--- config.mk ---
export PLATFORM = sky130hd
export DESIGN_NAME = led_display_serial_writer
export DESIGN_NICKNAME = d
export VERILOG_FILES = /design/src/rtl/ldsw_pkg.sv /design/src/rtl/ldsw_front.sv /design/src/rtl/ldsw_queue.sv /design/src/rtl/ldsw_back.sv /design/src/rtl/led_display_serial_writer.sv
export SDC_FILE = /design/constraint.sdc
export NUM_CORES = 1
export LEC_CHECK = 0
export ABC_AREA = 1
export BUFFER_PORTS_ARGS = -buffer_cell sky130_fd_sc_hd__buf_2
export CAP_MARGIN = 5
export CORE_MARGIN = 5
export CORE_UTILIZATION = 64
export DETAILED_ROUTE_END_ITERATION = 6
export GPL_ROUTABILITY_DRIVEN = 0
export PLACE_DENSITY = 0.81
export SLEW_MARGIN = 10
export SYNTH_ARGS = -nofsm -noshare
export SYNTH_HDL_FRONTEND = slang
export SYNTH_SLANG_ARGS = --single-unit
--- constraint.sdc ---
create_clock -name clk -period 5.65 [get_ports clk]
set_clock_uncertainty 0.15 [all_clocks]
set_input_delay 1.13 -clock clk [delete_from_list [all_inputs] [get_ports clk]]
set_output_delay 1.13 -clock clk [all_outputs]
set_load 0.05 [all_outputs]
--- src/rtl/ldsw_pkg.sv ---
// Shared constants, request codes and the request record of the LED display serial writer.
package ldsw_pkg;

  localparam int DIGITS        = 4;
  localparam int BITS_PER_BYTE = 8;
  localparam int STORE_DEPTH   = 4;
  localparam int STORE_IDX_W   = $clog2(STORE_DEPTH);
  localparam int BIT_CNT_W     = $clog2(BITS_PER_BYTE);
  localparam int IDX_W         = 3;
  localparam int BYTE_W        = 8;
  localparam int LEVEL_W       = 3;
  localparam int BRIGHT_W      = 4;
  localparam int MODE_W        = 2;
  localparam int PACKET_W      = 2;

  localparam logic [MODE_W-1:0] MODE_TICK  = 2'd0;
  localparam logic [MODE_W-1:0] MODE_SHOW  = 2'd1;
  localparam logic [MODE_W-1:0] MODE_CLEAR = 2'd2;

  localparam logic [BRIGHT_W-1:0] MAX_LEVEL = 4'd7;

  localparam logic [BYTE_W-1:0] CMD_DATA_SET = 8'h40;
  localparam logic [BYTE_W-1:0] CMD_ADDRESS  = 8'hC0;
  localparam logic [BYTE_W-1:0] CMD_DISP_ON  = 8'h88;
  localparam logic [BYTE_W-1:0] CMD_DISP_OFF = 8'h80;

  typedef logic [1:0] kind_t;

  localparam kind_t KIND_TICK  = 2'd0;
  localparam kind_t KIND_SHOW  = 2'd1;
  localparam kind_t KIND_CLEAR = 2'd2;
  localparam kind_t KIND_BAD   = 2'd3;

  typedef struct packed {
    kind_t                                 kind;
    logic [STORE_DEPTH-1:0][BYTE_W-1:0]    digits;
    logic [LEVEL_W-1:0]                    level;
    logic                                  pin;
  } req_t;

endpackage

--- src/rtl/ldsw_front.sv ---
// Front end: classifies each incoming request as a tick, a show, a clear or a refused show.
module ldsw_front (
  input  logic [ldsw_pkg::MODE_W-1:0]   mode,
  input  logic [ldsw_pkg::BYTE_W-1:0]   digit0,
  input  logic [ldsw_pkg::BYTE_W-1:0]   digit1,
  input  logic [ldsw_pkg::BYTE_W-1:0]   digit2,
  input  logic [ldsw_pkg::BYTE_W-1:0]   digit3,
  input  logic [ldsw_pkg::BRIGHT_W-1:0] brightness,
  input  logic                          data_pin_in,
  output ldsw_pkg::req_t                req
);

  always_comb begin
    req.digits = {digit3, digit2, digit1, digit0};
    req.level  = brightness[ldsw_pkg::LEVEL_W-1:0];
    req.pin    = data_pin_in;
    unique case (mode)
      ldsw_pkg::MODE_SHOW: begin
        req.kind = (brightness > ldsw_pkg::MAX_LEVEL) ? ldsw_pkg::KIND_BAD : ldsw_pkg::KIND_SHOW;
      end
      ldsw_pkg::MODE_CLEAR: begin
        req.kind = ldsw_pkg::KIND_CLEAR;
      end
      default: begin
        req.kind = ldsw_pkg::KIND_TICK;
      end
    endcase
  end

endmodule

--- src/rtl/ldsw_queue.sv ---
// Two-entry queue that carries classified requests from the front end to the sequencer.
module ldsw_queue (
  input  logic           clk,
  input  logic           rst_n,
  input  logic           push_valid,
  input  ldsw_pkg::req_t push_req,
  output logic           push_stall,
  output logic           pop_valid,
  output ldsw_pkg::req_t pop_req,
  input  logic           pop_ready
);

  ldsw_pkg::req_t entry_r [2];
  logic           wr_ptr_r;
  logic           rd_ptr_r;
  logic [1:0]     count_r;
  logic           push;
  logic           pop;

  assign push_stall = (count_r == 2'd2);
  assign pop_valid  = (count_r != 2'd0);
  assign pop_req    = entry_r[rd_ptr_r];
  assign push       = push_valid && !push_stall;
  assign pop        = pop_valid && pop_ready;

  always_ff @(posedge clk) begin
    if (push) begin
      entry_r[wr_ptr_r] <= push_req;
    end
  end

  always_ff @(posedge clk) begin
    if (!rst_n) begin
      wr_ptr_r <= 1'b0;
      rd_ptr_r <= 1'b0;
      count_r  <= 2'd0;
    end else begin
      if (push) begin
        wr_ptr_r <= !wr_ptr_r;
      end
      if (pop) begin
        rd_ptr_r <= !rd_ptr_r;
      end
      count_r <= count_r + {1'b0, push} - {1'b0, pop};
    end
  end

endmodule

--- src/rtl/ldsw_back.sv ---
// Back end: the line sequencer, the latched segment bytes and the result register.
module ldsw_back (
  input  logic           clk,
  input  logic           rst_n,
  input  logic           req_valid,
  input  ldsw_pkg::req_t req,
  output logic           req_ready,
  output logic           out_valid,
  input  logic           out_stall,
  output logic           out_clock_level,
  output logic           out_data_level,
  output logic           out_data_drive,
  output logic           out_busy_res,
  output logic           out_frame_done,
  output logic           out_rejected
);

  localparam logic [3:0] P_IDLE     = 4'd0;
  localparam logic [3:0] P_START    = 4'd1;
  localparam logic [3:0] P_BIT_LOW  = 4'd2;
  localparam logic [3:0] P_BIT_HIGH = 4'd3;
  localparam logic [3:0] P_ACK_REL  = 4'd4;
  localparam logic [3:0] P_ACK_WAIT = 4'd5;
  localparam logic [3:0] P_STOP_LOW = 4'd6;
  localparam logic [3:0] P_STOP_CLK = 4'd7;
  localparam logic [3:0] P_STOP_DAT = 4'd8;

  logic [3:0]                         phase_r, phase_nxt;
  logic [ldsw_pkg::BYTE_W-1:0]        shift_byte_r, shift_byte_nxt;
  logic [ldsw_pkg::BIT_CNT_W-1:0]     bit_count_r, bit_count_nxt;
  logic [ldsw_pkg::IDX_W-1:0]         byte_index_r, byte_index_nxt;
  logic [ldsw_pkg::PACKET_W-1:0]      packet_r, packet_nxt;
  logic [ldsw_pkg::LEVEL_W-1:0]       level_store_r, level_store_nxt;
  logic                               clearing_r, clearing_nxt;
  logic                               clk_q_r, clk_q_nxt;
  logic                               dat_q_r, dat_q_nxt;
  logic                               drv_q_r, drv_q_nxt;
  logic [ldsw_pkg::STORE_DEPTH-1:0][ldsw_pkg::BYTE_W-1:0] digit_store_r;
  logic                               store_we;
  logic                               start;
  logic                               done;
  logic                               rej;
  logic [ldsw_pkg::BYTE_W-1:0]        seg_byte;
  logic [ldsw_pkg::BYTE_W-1:0]        disp_byte;
  logic                               out_valid_r;
  logic                               clock_level_r, data_level_r, data_drive_r;
  logic                               busy_r, done_r, rej_r;
  logic                               step;

  assign req_ready = !out_valid_r || !out_stall;
  assign step      = req_valid && req_ready;

  always_comb begin
    if (clearing_r || (byte_index_r >= ldsw_pkg::IDX_W'(ldsw_pkg::STORE_DEPTH))) begin
      seg_byte = '0;
    end else begin
      seg_byte = digit_store_r[byte_index_r[ldsw_pkg::STORE_IDX_W-1:0]];
    end
    disp_byte = clearing_r ? ldsw_pkg::CMD_DISP_OFF
                           : (ldsw_pkg::CMD_DISP_ON | {5'd0, level_store_r});
  end

  always_comb begin
    phase_nxt       = phase_r;
    shift_byte_nxt  = shift_byte_r;
    bit_count_nxt   = bit_count_r;
    byte_index_nxt  = byte_index_r;
    packet_nxt      = packet_r;
    level_store_nxt = level_store_r;
    clearing_nxt    = clearing_r;
    clk_q_nxt       = clk_q_r;
    dat_q_nxt       = dat_q_r;
    drv_q_nxt       = drv_q_r;
    store_we        = 1'b0;
    start           = 1'b0;
    done            = 1'b0;
    rej             = 1'b0;
    unique case (phase_r)
      P_IDLE: begin
        unique case (req.kind)
          ldsw_pkg::KIND_SHOW: begin
            store_we        = 1'b1;
            level_store_nxt = req.level;
            clearing_nxt    = 1'b0;
            start           = 1'b1;
          end
          ldsw_pkg::KIND_CLEAR: begin
            clearing_nxt = 1'b1;
            start        = 1'b1;
          end
          ldsw_pkg::KIND_BAD: begin
            rej = 1'b1;
          end
          default: begin
          end
        endcase
        if (start) begin
          packet_nxt     = '0;
          byte_index_nxt = '0;
          bit_count_nxt  = '0;
          shift_byte_nxt = ldsw_pkg::CMD_DATA_SET;
          phase_nxt      = P_START;
        end
      end
      P_START: begin
        clk_q_nxt     = 1'b1;
        dat_q_nxt     = 1'b0;
        drv_q_nxt     = 1'b1;
        bit_count_nxt = '0;
        phase_nxt     = P_BIT_LOW;
      end
      P_BIT_LOW: begin
        clk_q_nxt = 1'b0;
        drv_q_nxt = 1'b1;
        dat_q_nxt = shift_byte_r[bit_count_r];
        phase_nxt = P_BIT_HIGH;
      end
      P_BIT_HIGH: begin
        clk_q_nxt = 1'b1;
        if (bit_count_r == ldsw_pkg::BIT_CNT_W'(ldsw_pkg::BITS_PER_BYTE - 1)) begin
          phase_nxt = P_ACK_REL;
        end else begin
          bit_count_nxt = bit_count_r + 1'b1;
          phase_nxt     = P_BIT_LOW;
        end
      end
      P_ACK_REL: begin
        clk_q_nxt = 1'b0;
        dat_q_nxt = 1'b0;
        drv_q_nxt = 1'b0;
        phase_nxt = P_ACK_WAIT;
      end
      P_ACK_WAIT: begin
        if (!req.pin) begin
          clk_q_nxt = 1'b1;
          if ((packet_r == 2'd1) && (byte_index_r < ldsw_pkg::IDX_W'(ldsw_pkg::DIGITS))) begin
            shift_byte_nxt = seg_byte;
            byte_index_nxt = byte_index_r + 1'b1;
            bit_count_nxt  = '0;
            phase_nxt      = P_BIT_LOW;
          end else begin
            phase_nxt = P_STOP_LOW;
          end
        end
      end
      P_STOP_LOW: begin
        clk_q_nxt = 1'b0;
        dat_q_nxt = 1'b0;
        drv_q_nxt = 1'b1;
        phase_nxt = P_STOP_CLK;
      end
      P_STOP_CLK: begin
        clk_q_nxt = 1'b1;
        phase_nxt = P_STOP_DAT;
      end
      default: begin
        // Final tick of a stop: data rises while the clock is high.
        clk_q_nxt = 1'b1;
        dat_q_nxt = 1'b1;
        drv_q_nxt = 1'b1;
        if (packet_r >= 2'd2) begin
          done       = 1'b1;
          packet_nxt = '0;
          phase_nxt  = P_IDLE;
        end else begin
          packet_nxt     = packet_r + 1'b1;
          shift_byte_nxt = (packet_r == 2'd0) ? ldsw_pkg::CMD_ADDRESS : disp_byte;
          byte_index_nxt = '0;
          phase_nxt      = P_START;
        end
      end
    endcase
    if ((phase_r != P_IDLE) && !done && (req.kind != ldsw_pkg::KIND_TICK)) begin
      rej = 1'b1;
    end
  end

  always_ff @(posedge clk) begin
    if (step && store_we) begin
      digit_store_r <= req.digits;
    end
  end

  always_ff @(posedge clk) begin
    if (step) begin
      clock_level_r <= clk_q_nxt;
      data_level_r  <= drv_q_nxt & dat_q_nxt;
      data_drive_r  <= drv_q_nxt;
      busy_r        <= (phase_nxt != P_IDLE);
      done_r        <= done;
      rej_r         <= rej;
    end
  end

  always_ff @(posedge clk) begin
    if (!rst_n) begin
      phase_r       <= P_IDLE;
      shift_byte_r  <= '0;
      bit_count_r   <= '0;
      byte_index_r  <= '0;
      packet_r      <= '0;
      level_store_r <= '0;
      clearing_r    <= 1'b0;
      clk_q_r       <= 1'b1;
      dat_q_r       <= 1'b1;
      drv_q_r       <= 1'b1;
      out_valid_r   <= 1'b0;
    end else begin
      if (step) begin
        phase_r       <= phase_nxt;
        shift_byte_r  <= shift_byte_nxt;
        bit_count_r   <= bit_count_nxt;
        byte_index_r  <= byte_index_nxt;
        packet_r      <= packet_nxt;
        level_store_r <= level_store_nxt;
        clearing_r    <= clearing_nxt;
        clk_q_r       <= clk_q_nxt;
        dat_q_r       <= dat_q_nxt;
        drv_q_r       <= drv_q_nxt;
        out_valid_r   <= 1'b1;
      end else if (!out_stall) begin
        out_valid_r <= 1'b0;
      end
    end
  end

  assign out_valid       = out_valid_r;
  assign out_clock_level = clock_level_r;
  assign out_data_level  = data_level_r;
  assign out_data_drive  = data_drive_r;
  assign out_busy_res    = busy_r;
  assign out_frame_done  = done_r;
  assign out_rejected    = rej_r;

endmodule

--- src/rtl/led_display_serial_writer.sv ---
// Top level of the LED display serial writer: front end, request queue and line sequencer.
//
// Each request is one bit-timing tick and yields exactly one result that gives the clock and
// data line levels after that tick. The block takes one request per clock cycle while the
// result side does not stall; a request is held in the queue and its result is then
// registered in the output register. The sequencer advances the line state by one half-step
// for each request. A show with brightness above 7, or any show or clear while a frame is
// running, is refused with the rejected flag; the tick that completes the final stop of a
// frame raises frame_done.
module led_display_serial_writer (
  input  logic                          clk,
  input  logic                          rst_n,
  input  logic                          in_valid,
  output logic                          in_stall,
  input  logic [ldsw_pkg::MODE_W-1:0]   in_mode,
  input  logic [ldsw_pkg::BYTE_W-1:0]   in_digit0,
  input  logic [ldsw_pkg::BYTE_W-1:0]   in_digit1,
  input  logic [ldsw_pkg::BYTE_W-1:0]   in_digit2,
  input  logic [ldsw_pkg::BYTE_W-1:0]   in_digit3,
  input  logic [ldsw_pkg::BRIGHT_W-1:0] in_brightness,
  input  logic                          in_data_pin_in,
  output logic                          out_valid,
  input  logic                          out_stall,
  output logic                          out_clock_level,
  output logic                          out_data_level,
  output logic                          out_data_drive,
  output logic                          out_busy_res,
  output logic                          out_frame_done,
  output logic                          out_rejected
);

  ldsw_pkg::req_t front_req;
  ldsw_pkg::req_t queue_req;
  logic           queue_valid;
  logic           back_ready;

  ldsw_front u_front (
    .mode        (in_mode),
    .digit0      (in_digit0),
    .digit1      (in_digit1),
    .digit2      (in_digit2),
    .digit3      (in_digit3),
    .brightness  (in_brightness),
    .data_pin_in (in_data_pin_in),
    .req         (front_req)
  );

  ldsw_queue u_queue (
    .clk        (clk),
    .rst_n      (rst_n),
    .push_valid (in_valid),
    .push_req   (front_req),
    .push_stall (in_stall),
    .pop_valid  (queue_valid),
    .pop_req    (queue_req),
    .pop_ready  (back_ready)
  );

  ldsw_back u_back (
    .clk             (clk),
    .rst_n           (rst_n),
    .req_valid       (queue_valid),
    .req             (queue_req),
    .req_ready       (back_ready),
    .out_valid       (out_valid),
    .out_stall       (out_stall),
    .out_clock_level (out_clock_level),
    .out_data_level  (out_data_level),
    .out_data_drive  (out_data_drive),
    .out_busy_res    (out_busy_res),
    .out_frame_done  (out_frame_done),
    .out_rejected    (out_rejected)
  );

endmodule

Word-level counts from Yosys, hierarchy flattened
Memories as Yosys holds them, arrays and structs flattened. A register that Yosys moved wholly into a read port is not among the register bits.
Cells that the tools add are included.
{"block": "word_totals", "register_bits": 70, "ram_bits": 76, "in_bits": 43, "out_inout_bits": 8, "elab_cells": 145, "memories": 1}
{"name": "u_queue.entry_r", "words": 2, "word_bits": 38, "rd": 1, "rd_clocked_by_memory_dff": 1, "wr": 1, "line": "ldsw_queue.sv:13", "text": "ldsw_pkg::req_t entry_r [2];"}
{"block": "classes", "addsub": 5, "order_cmp": 6, "n_eq_ne": 21, "muxes": 51, "bitwise_logic": 3, "n_reduce_logical": 34}
{"cell": "8-bit two-way mux", "count": 7}
{"cell": "4-bit case mux with 8 select lines", "count": 1}
{"cell": "3-bit two-way mux", "count": 9}
{"cell": "8-bit case mux with 3 select lines", "count": 1}
{"cell": "1-bit two-way mux", "count": 17}
{"cell": "8-bit binary-select mux with 2-bit select", "count": 1}
{"cell": "4-bit by 3-bit equality test with 1-bit output (second input constant)", "count": 4}
{"cell": "4-bit two-way mux", "count": 3}
{"cell": "3-bit case mux with 4 select lines", "count": 1}
{"cell": "6-bit AND reduction", "count": 2}
{"cell": "4-bit nonzero test", "count": 3}
{"cell": "3-bit case mux with 3 select lines", "count": 1}
{"cell": "3-bit AND reduction", "count": 3}
{"cell": "2-bit equality test (second input constant)", "count": 4}
{"cell": "4-bit by 2-bit equality test with 1-bit output (second input constant)", "count": 2}
{"cell": "2-bit case mux with 2 select lines", "count": 2}
{"cell": "8-bit OR reduction", "count": 1}
{"cell": "7-bit OR reduction", "count": 1}
{"cell": "3-bit by 1-bit adder with 3-bit output (second input constant)", "count": 2}
{"cell": "2-bit by 1-bit equality test with 1-bit output (second input constant)", "count": 3}
{"cell": "1-bit logical AND", "count": 6}
{"cell": "1-bit logical NOT", "count": 6}
{"cell": "2-bit two-way mux", "count": 3}
{"cell": "2-bit inequality test (second input constant)", "count": 3}
{"cell": "26 further kinds", "count": 34}

Longest topological paths before layout
{"block": "depth", "ltp_word": 7, "depth_mapped": 14, "mapped_depth_nobuf": 12}

By module
From an unflattened synthesis, not the netlist that was laid out.
{"block": "unflattened", "cells_unflattened": 575, "area_unflattened_um2": 6577.6}
{"module": "ldsw_back", "n_inst": 1, "cells_each": 376, "area_each_um2": 3178.0, "seq_area_each_um2": 1701.6}
{"module": "ldsw_queue", "n_inst": 1, "cells_each": 155, "area_each_um2": 3067.9, "seq_area_each_um2": 2382.3}
{"module": "ldsw_front", "n_inst": 1, "cells_each": 44, "area_each_um2": 331.6, "seq_area_each_um2": 0.0}

Worst setup path after synthesis
Ideal clock, no wire load.
{"block": "synth_path", "path_kind": "input-to-reg", "startpoint": "input port in_valid", "endpoint": "memory u_queue.entry_r[1][0] in the netlist's numbering, enable pin", "setup_ns": 0.435, "t_arrival_ns": 2.896, "setup_slack_ns": 2.169, "stages": 2, "n_path_buf": 0, "cell_sequence": "o21ai_0 > nor2_1"}
{"block": "synth_via", "elab_chain_len": 3}
{"element": "from (decl)", "line": "led_display_serial_writer.sv:13", "text": "input logic in_valid,"}
{"element": "1-bit logical AND", "line": "ldsw_queue.sv:23", "text": "assign push = push_valid && !push_stall;"}
{"element": "1-bit two-way mux", "line": "ldsw_queue.sv:27", "text": "if (push) begin"}
{"element": "1-bit two-way mux (not written as such)", "line": "ldsw_queue.sv:28", "text": "entry_r[wr_ptr_r] <= push_req;"}
{"element": "to (decl)", "line": "ldsw_queue.sv:13"}
Every way passes these cells.

==> flow_summary_export.csv <==
group,metric,value,unit
outcome,run_status,"completed",
final_layout,layout-drive-gt1-share,0.162,
setup_path,crit_end_category,"flop",
grt,grt_first_pass_wirelength,19600,um
sta,final-hold-violation-count,0,
drt,detail_route.wirelength,11700,um
yosys,synthArstFlopShare,0,
cts,cts_hold_buffers,0,
yosys,yosysWarningCount,0,
setup_path,r2r_end,"u_back.shift_byte_r[3]$_SDFFE_PN0P_",
setup_path,critPathTopFamily,"buffers and inverters",
flow_run,timing.max_cap.violations,0,
place,place_area,6520,sq um
sta,setup_slack,2.28,ns
sta,tightestPinTransition,1.11,ns
yosys,synth-edff-count,114,
cts,numClockSinks,147,
cts,clock_path_buffers,2,
worst_hold_path,hold_path_depth,1,
final_layout,synthToLayoutAreaGrowth,15.0,%
die,io_count,51,
cts,root_cell_of_the_clock_tree,"clkbuf_8",
drt,amount_of_wire_on_met3_after_detailed_routing,718,um
die,floorplan.rows,35,
drt,max_used_layer,"met4",
yosys,synth_fp_nets,651,
grt,antenna_violations_before_repair,0,
grt,largest_net_degree_at_the_start_of_global_routing,40,
cts,clock_insertion_delay_at_the_later_pin_of_the_skew_report,0.53,ns
drt,ant_nets,0,
sta,final.hold.worst_slack,0.311,ns
drt,detail_route.iter0.violations,300,
setup_path,crit_path_top_delay_cell,"inv_1",
drt,vias_per_cell,5.32,
setup_path,slowest_delay,0.85,ns
setup_path,worstPathCellList,"buf_4, inv_1, or2_2, o21ai_0, ha_1, inv_1, nand3_1, nand2_1, nor2_4, nand3_4, nor2_1, nor2_1",
yosys,syn_inst,596,
yosys,synth.ff_latch_count,147,
place,hpwl,7570,um
worst_hold_path,min_delay_worst_endpoint,"u_queue.rd_ptr_r$_SDFFE_PN0P_",
pwr,max-vdd-ir-drop,0.319,mV
yosys,synthesis.area,6170,sq um
die,initial_utilization,0.662,
pwr,power,3.79,mW
sta,totalNegativeSetupSlack,0,ns
cts,number_of_cts_inserted_buffers,17,
cts,h-tree-depth,4,
final_layout,n_fill_cell,603,
setup_path,crit_path_start_kind,"flop",
setup_path,crit_fanout,39,
drt,vias_post_dr,4209,
place,port_buffers,50,
yosys,synth.yosys.seq_area_share,0.661,
pwr,power_density,534,nW/um^2
setup_path,r2r_slack,2.28,ns
worst_hold_path,hold_class,"flop to flop",
setup_path,crit_path_buffers_inverters,3,
die,chipHeight,108,um
grt,number_of_global_route_vias_before_repair,4225,
sta,slew-limit-headroom,0.256,
grt,gr_ovfl_total,0,
drt,route.detailed.wl_per_inst,14.8,um
sta,peak_freq,296,MHz
setup_path,worst_ep_arrival_time,3.64,ns
sta,final_setup_violation_count,0,
pwr,p_leak,2.98,nW
yosys,synthesized_area_divided_by_synthesized_cell_count,10.4,sq um
cts,ctsResizeCount,0,
setup_path,rr_worst_depth,12,
yosys,dominantRegCellSynth,"edfxtp_1",
die,core_area,9330,sq um
cts,path_clk_slew,0.06,ns
drt,drt_first_pass_iters,5,
cts,post_cts.repair.setup_buffers,0,
die,die_x,108,um
final_layout,antenna_cells_inserted,0,
setup_path,critPathKind,"flop to flop",
final_layout,final_nets,704,
final_layout,fin_area,7100,sq um
cts,cts_tree,"yes",
sta,final_period_minus_worst_setup_slack,3.37,ns
drt,met2_wirelength,5890,um
setup_path,worst_ep_required_time,5.91,ns
worst_hold_path,hp-start,"u_queue.rd_ptr_r$_SDFFE_PN0P_",
sta,layout_worst_path_cycle_share,0.597,
place,placement.setup.worst_slack,2.31,ns
drt,drc,0,
sta,timing_max_transition_violations_final,0,
yosys,synth.distinct_cells,31,
sta,grt_setup_unrepaired,"no",
die,fp.dieArea,11700,sq um
grt,tot_gr_track_use,0.219,
drt,wl_met1,4820,um
layout make-up:
class                   instances  area (sq um)  area share
repair buffers                 52           265      0.0374
clock buffers                  17           414      0.0583
inverters                      55           206      0.0291
clock inverters                15           164      0.0231
well taps                     129           161      0.0227
multi-input cells             376          1800       0.254
flip-flops and latches        147          4080       0.575
where the power goes:
| part | internal (mW) | total (mW) | switching [mW] |
|---|---|---|---|
| sequential | 1.44 | 1.54 | 0.103 |
| clock | 0.604 | 1.07 | 0.469 |
| combinational | 0.343 | 1.17 | 0.831 |
| total | 2.39 | 3.79 | 1.40 |
per-layer routing:
metal | global-route usage | vias to the layer above
met5 | 0 | -
met4 | 0.0839 | 0
met1 | 0.266 | 1948
li1 | - | 2085
met2 | 0.372 | 150
met3 | 0.0615 | 26
stage by stage:
step,util,instances
floorplan,-,596
global placement,0.699,759
detailed placement,0.699,759
CTS,0.761,791
global route,0.761,791
finish,0.761,791
cell usage in the layout (no fill, tap or decap), types with 4 or more instances in the layout:
| cell | Yosys | layout |
|---|---|---|
| inv_6 | 0 | 4 |
| inv_2 | 5 | 5 |
| nand2_1 | 191 | 191 |
| nand4_1 | 7 | 7 |
| a21oi_1 | 23 | 23 |
| clkbuf_16 | 0 | 16 |
| ha_1 | 12 | 12 |
| buf_2 | 3 | 50 |
| nor2_4 | 6 | 8 |
| edfxtp_1 | 114 | 114 |
| nor2_1 | 58 | 56 |
| clkinv_4 | 0 | 5 |
| dfxtp_1 | 33 | 33 |
| inv_1 | 50 | 50 |
| nand3_1 | 13 | 13 |
| o21ai_0 | 41 | 41 |
synth_stat cells (3+ instances only):
library cell	instances	area share
nand4_1	7	0.0071
nand2_1	191	0.12
dfxtp_1	33	0.11
a21oi_1	23	0.019
or2_2	3	0.0030
edfxtp_1	114	0.55
buf_2	3	0.0024
ha_1	12	0.024
o21ai_0	41	0.033
inv_2	5	0.0030
buf_1	4	0.0024
clkbuf_1	8	0.0049
nand3_1	13	0.011
nand2_4	3	0.0055
o211ai_1	3	0.0036
o22ai_1	3	0.0030
a31oi_1	3	0.0030
nor2_4	6	0.011
inv_1	50	0.030
nor2_1	58	0.035
registers in the layout, summed over array words and instances (netlist names), 2 cells and up, named ones only:
signal,flops
u_back.byte_index_r,3
u_queue.count_r,2
u_back.packet_r,2
u_queue.entry_r,76
u_back.shift_byte_r,8
u_back.bit_count_r,3
u_back.level_store_r,3
u_back.digit_store_r,32
u_back.phase_r,4
worst max-delay path by stage:
| stage | start | end | slack (ns) | cells past startpoint |
|---|---|---|---|---|
| final | flop | u_back.shift_byte_r[3]$_SDFFE_PN0P_ | 2.28 | 12 |
| after global routing | flop | u_back.shift_byte_r[3]$_SDFFE_PN0P_ | 1.94 | 12 |
| after CTS | flop | u_back.shift_byte_r[3]$_SDFFE_PN0P_ | 2.28 | 12 |
| after detailed placement | flop | u_back.shift_byte_r[3]$_SDFFE_PN0P_ | 2.31 | 12 |
| after global placement | flop | u_back.shift_byte_r[1]$_SDFFE_PN0P_ | 2.43 | 12 |
| after floorplan | in_valid | u_queue.entry_r[1][0]$_DFFE_PP_ | 2.17 | 2 |
cell families after synthesis:
logic type                 count (synthesis)  synth area share
AOI/OAI and AO/OA                         76            0.0667
xor gates and xnor gates                   2           0.00284
adders and majority gates                 12            0.0243
buffers and inverters                     73            0.0490
DFF                                      147             0.661
and+or+nand+nor                          286             0.196
No activity file was read; power rests on OpenSTA's default activity.
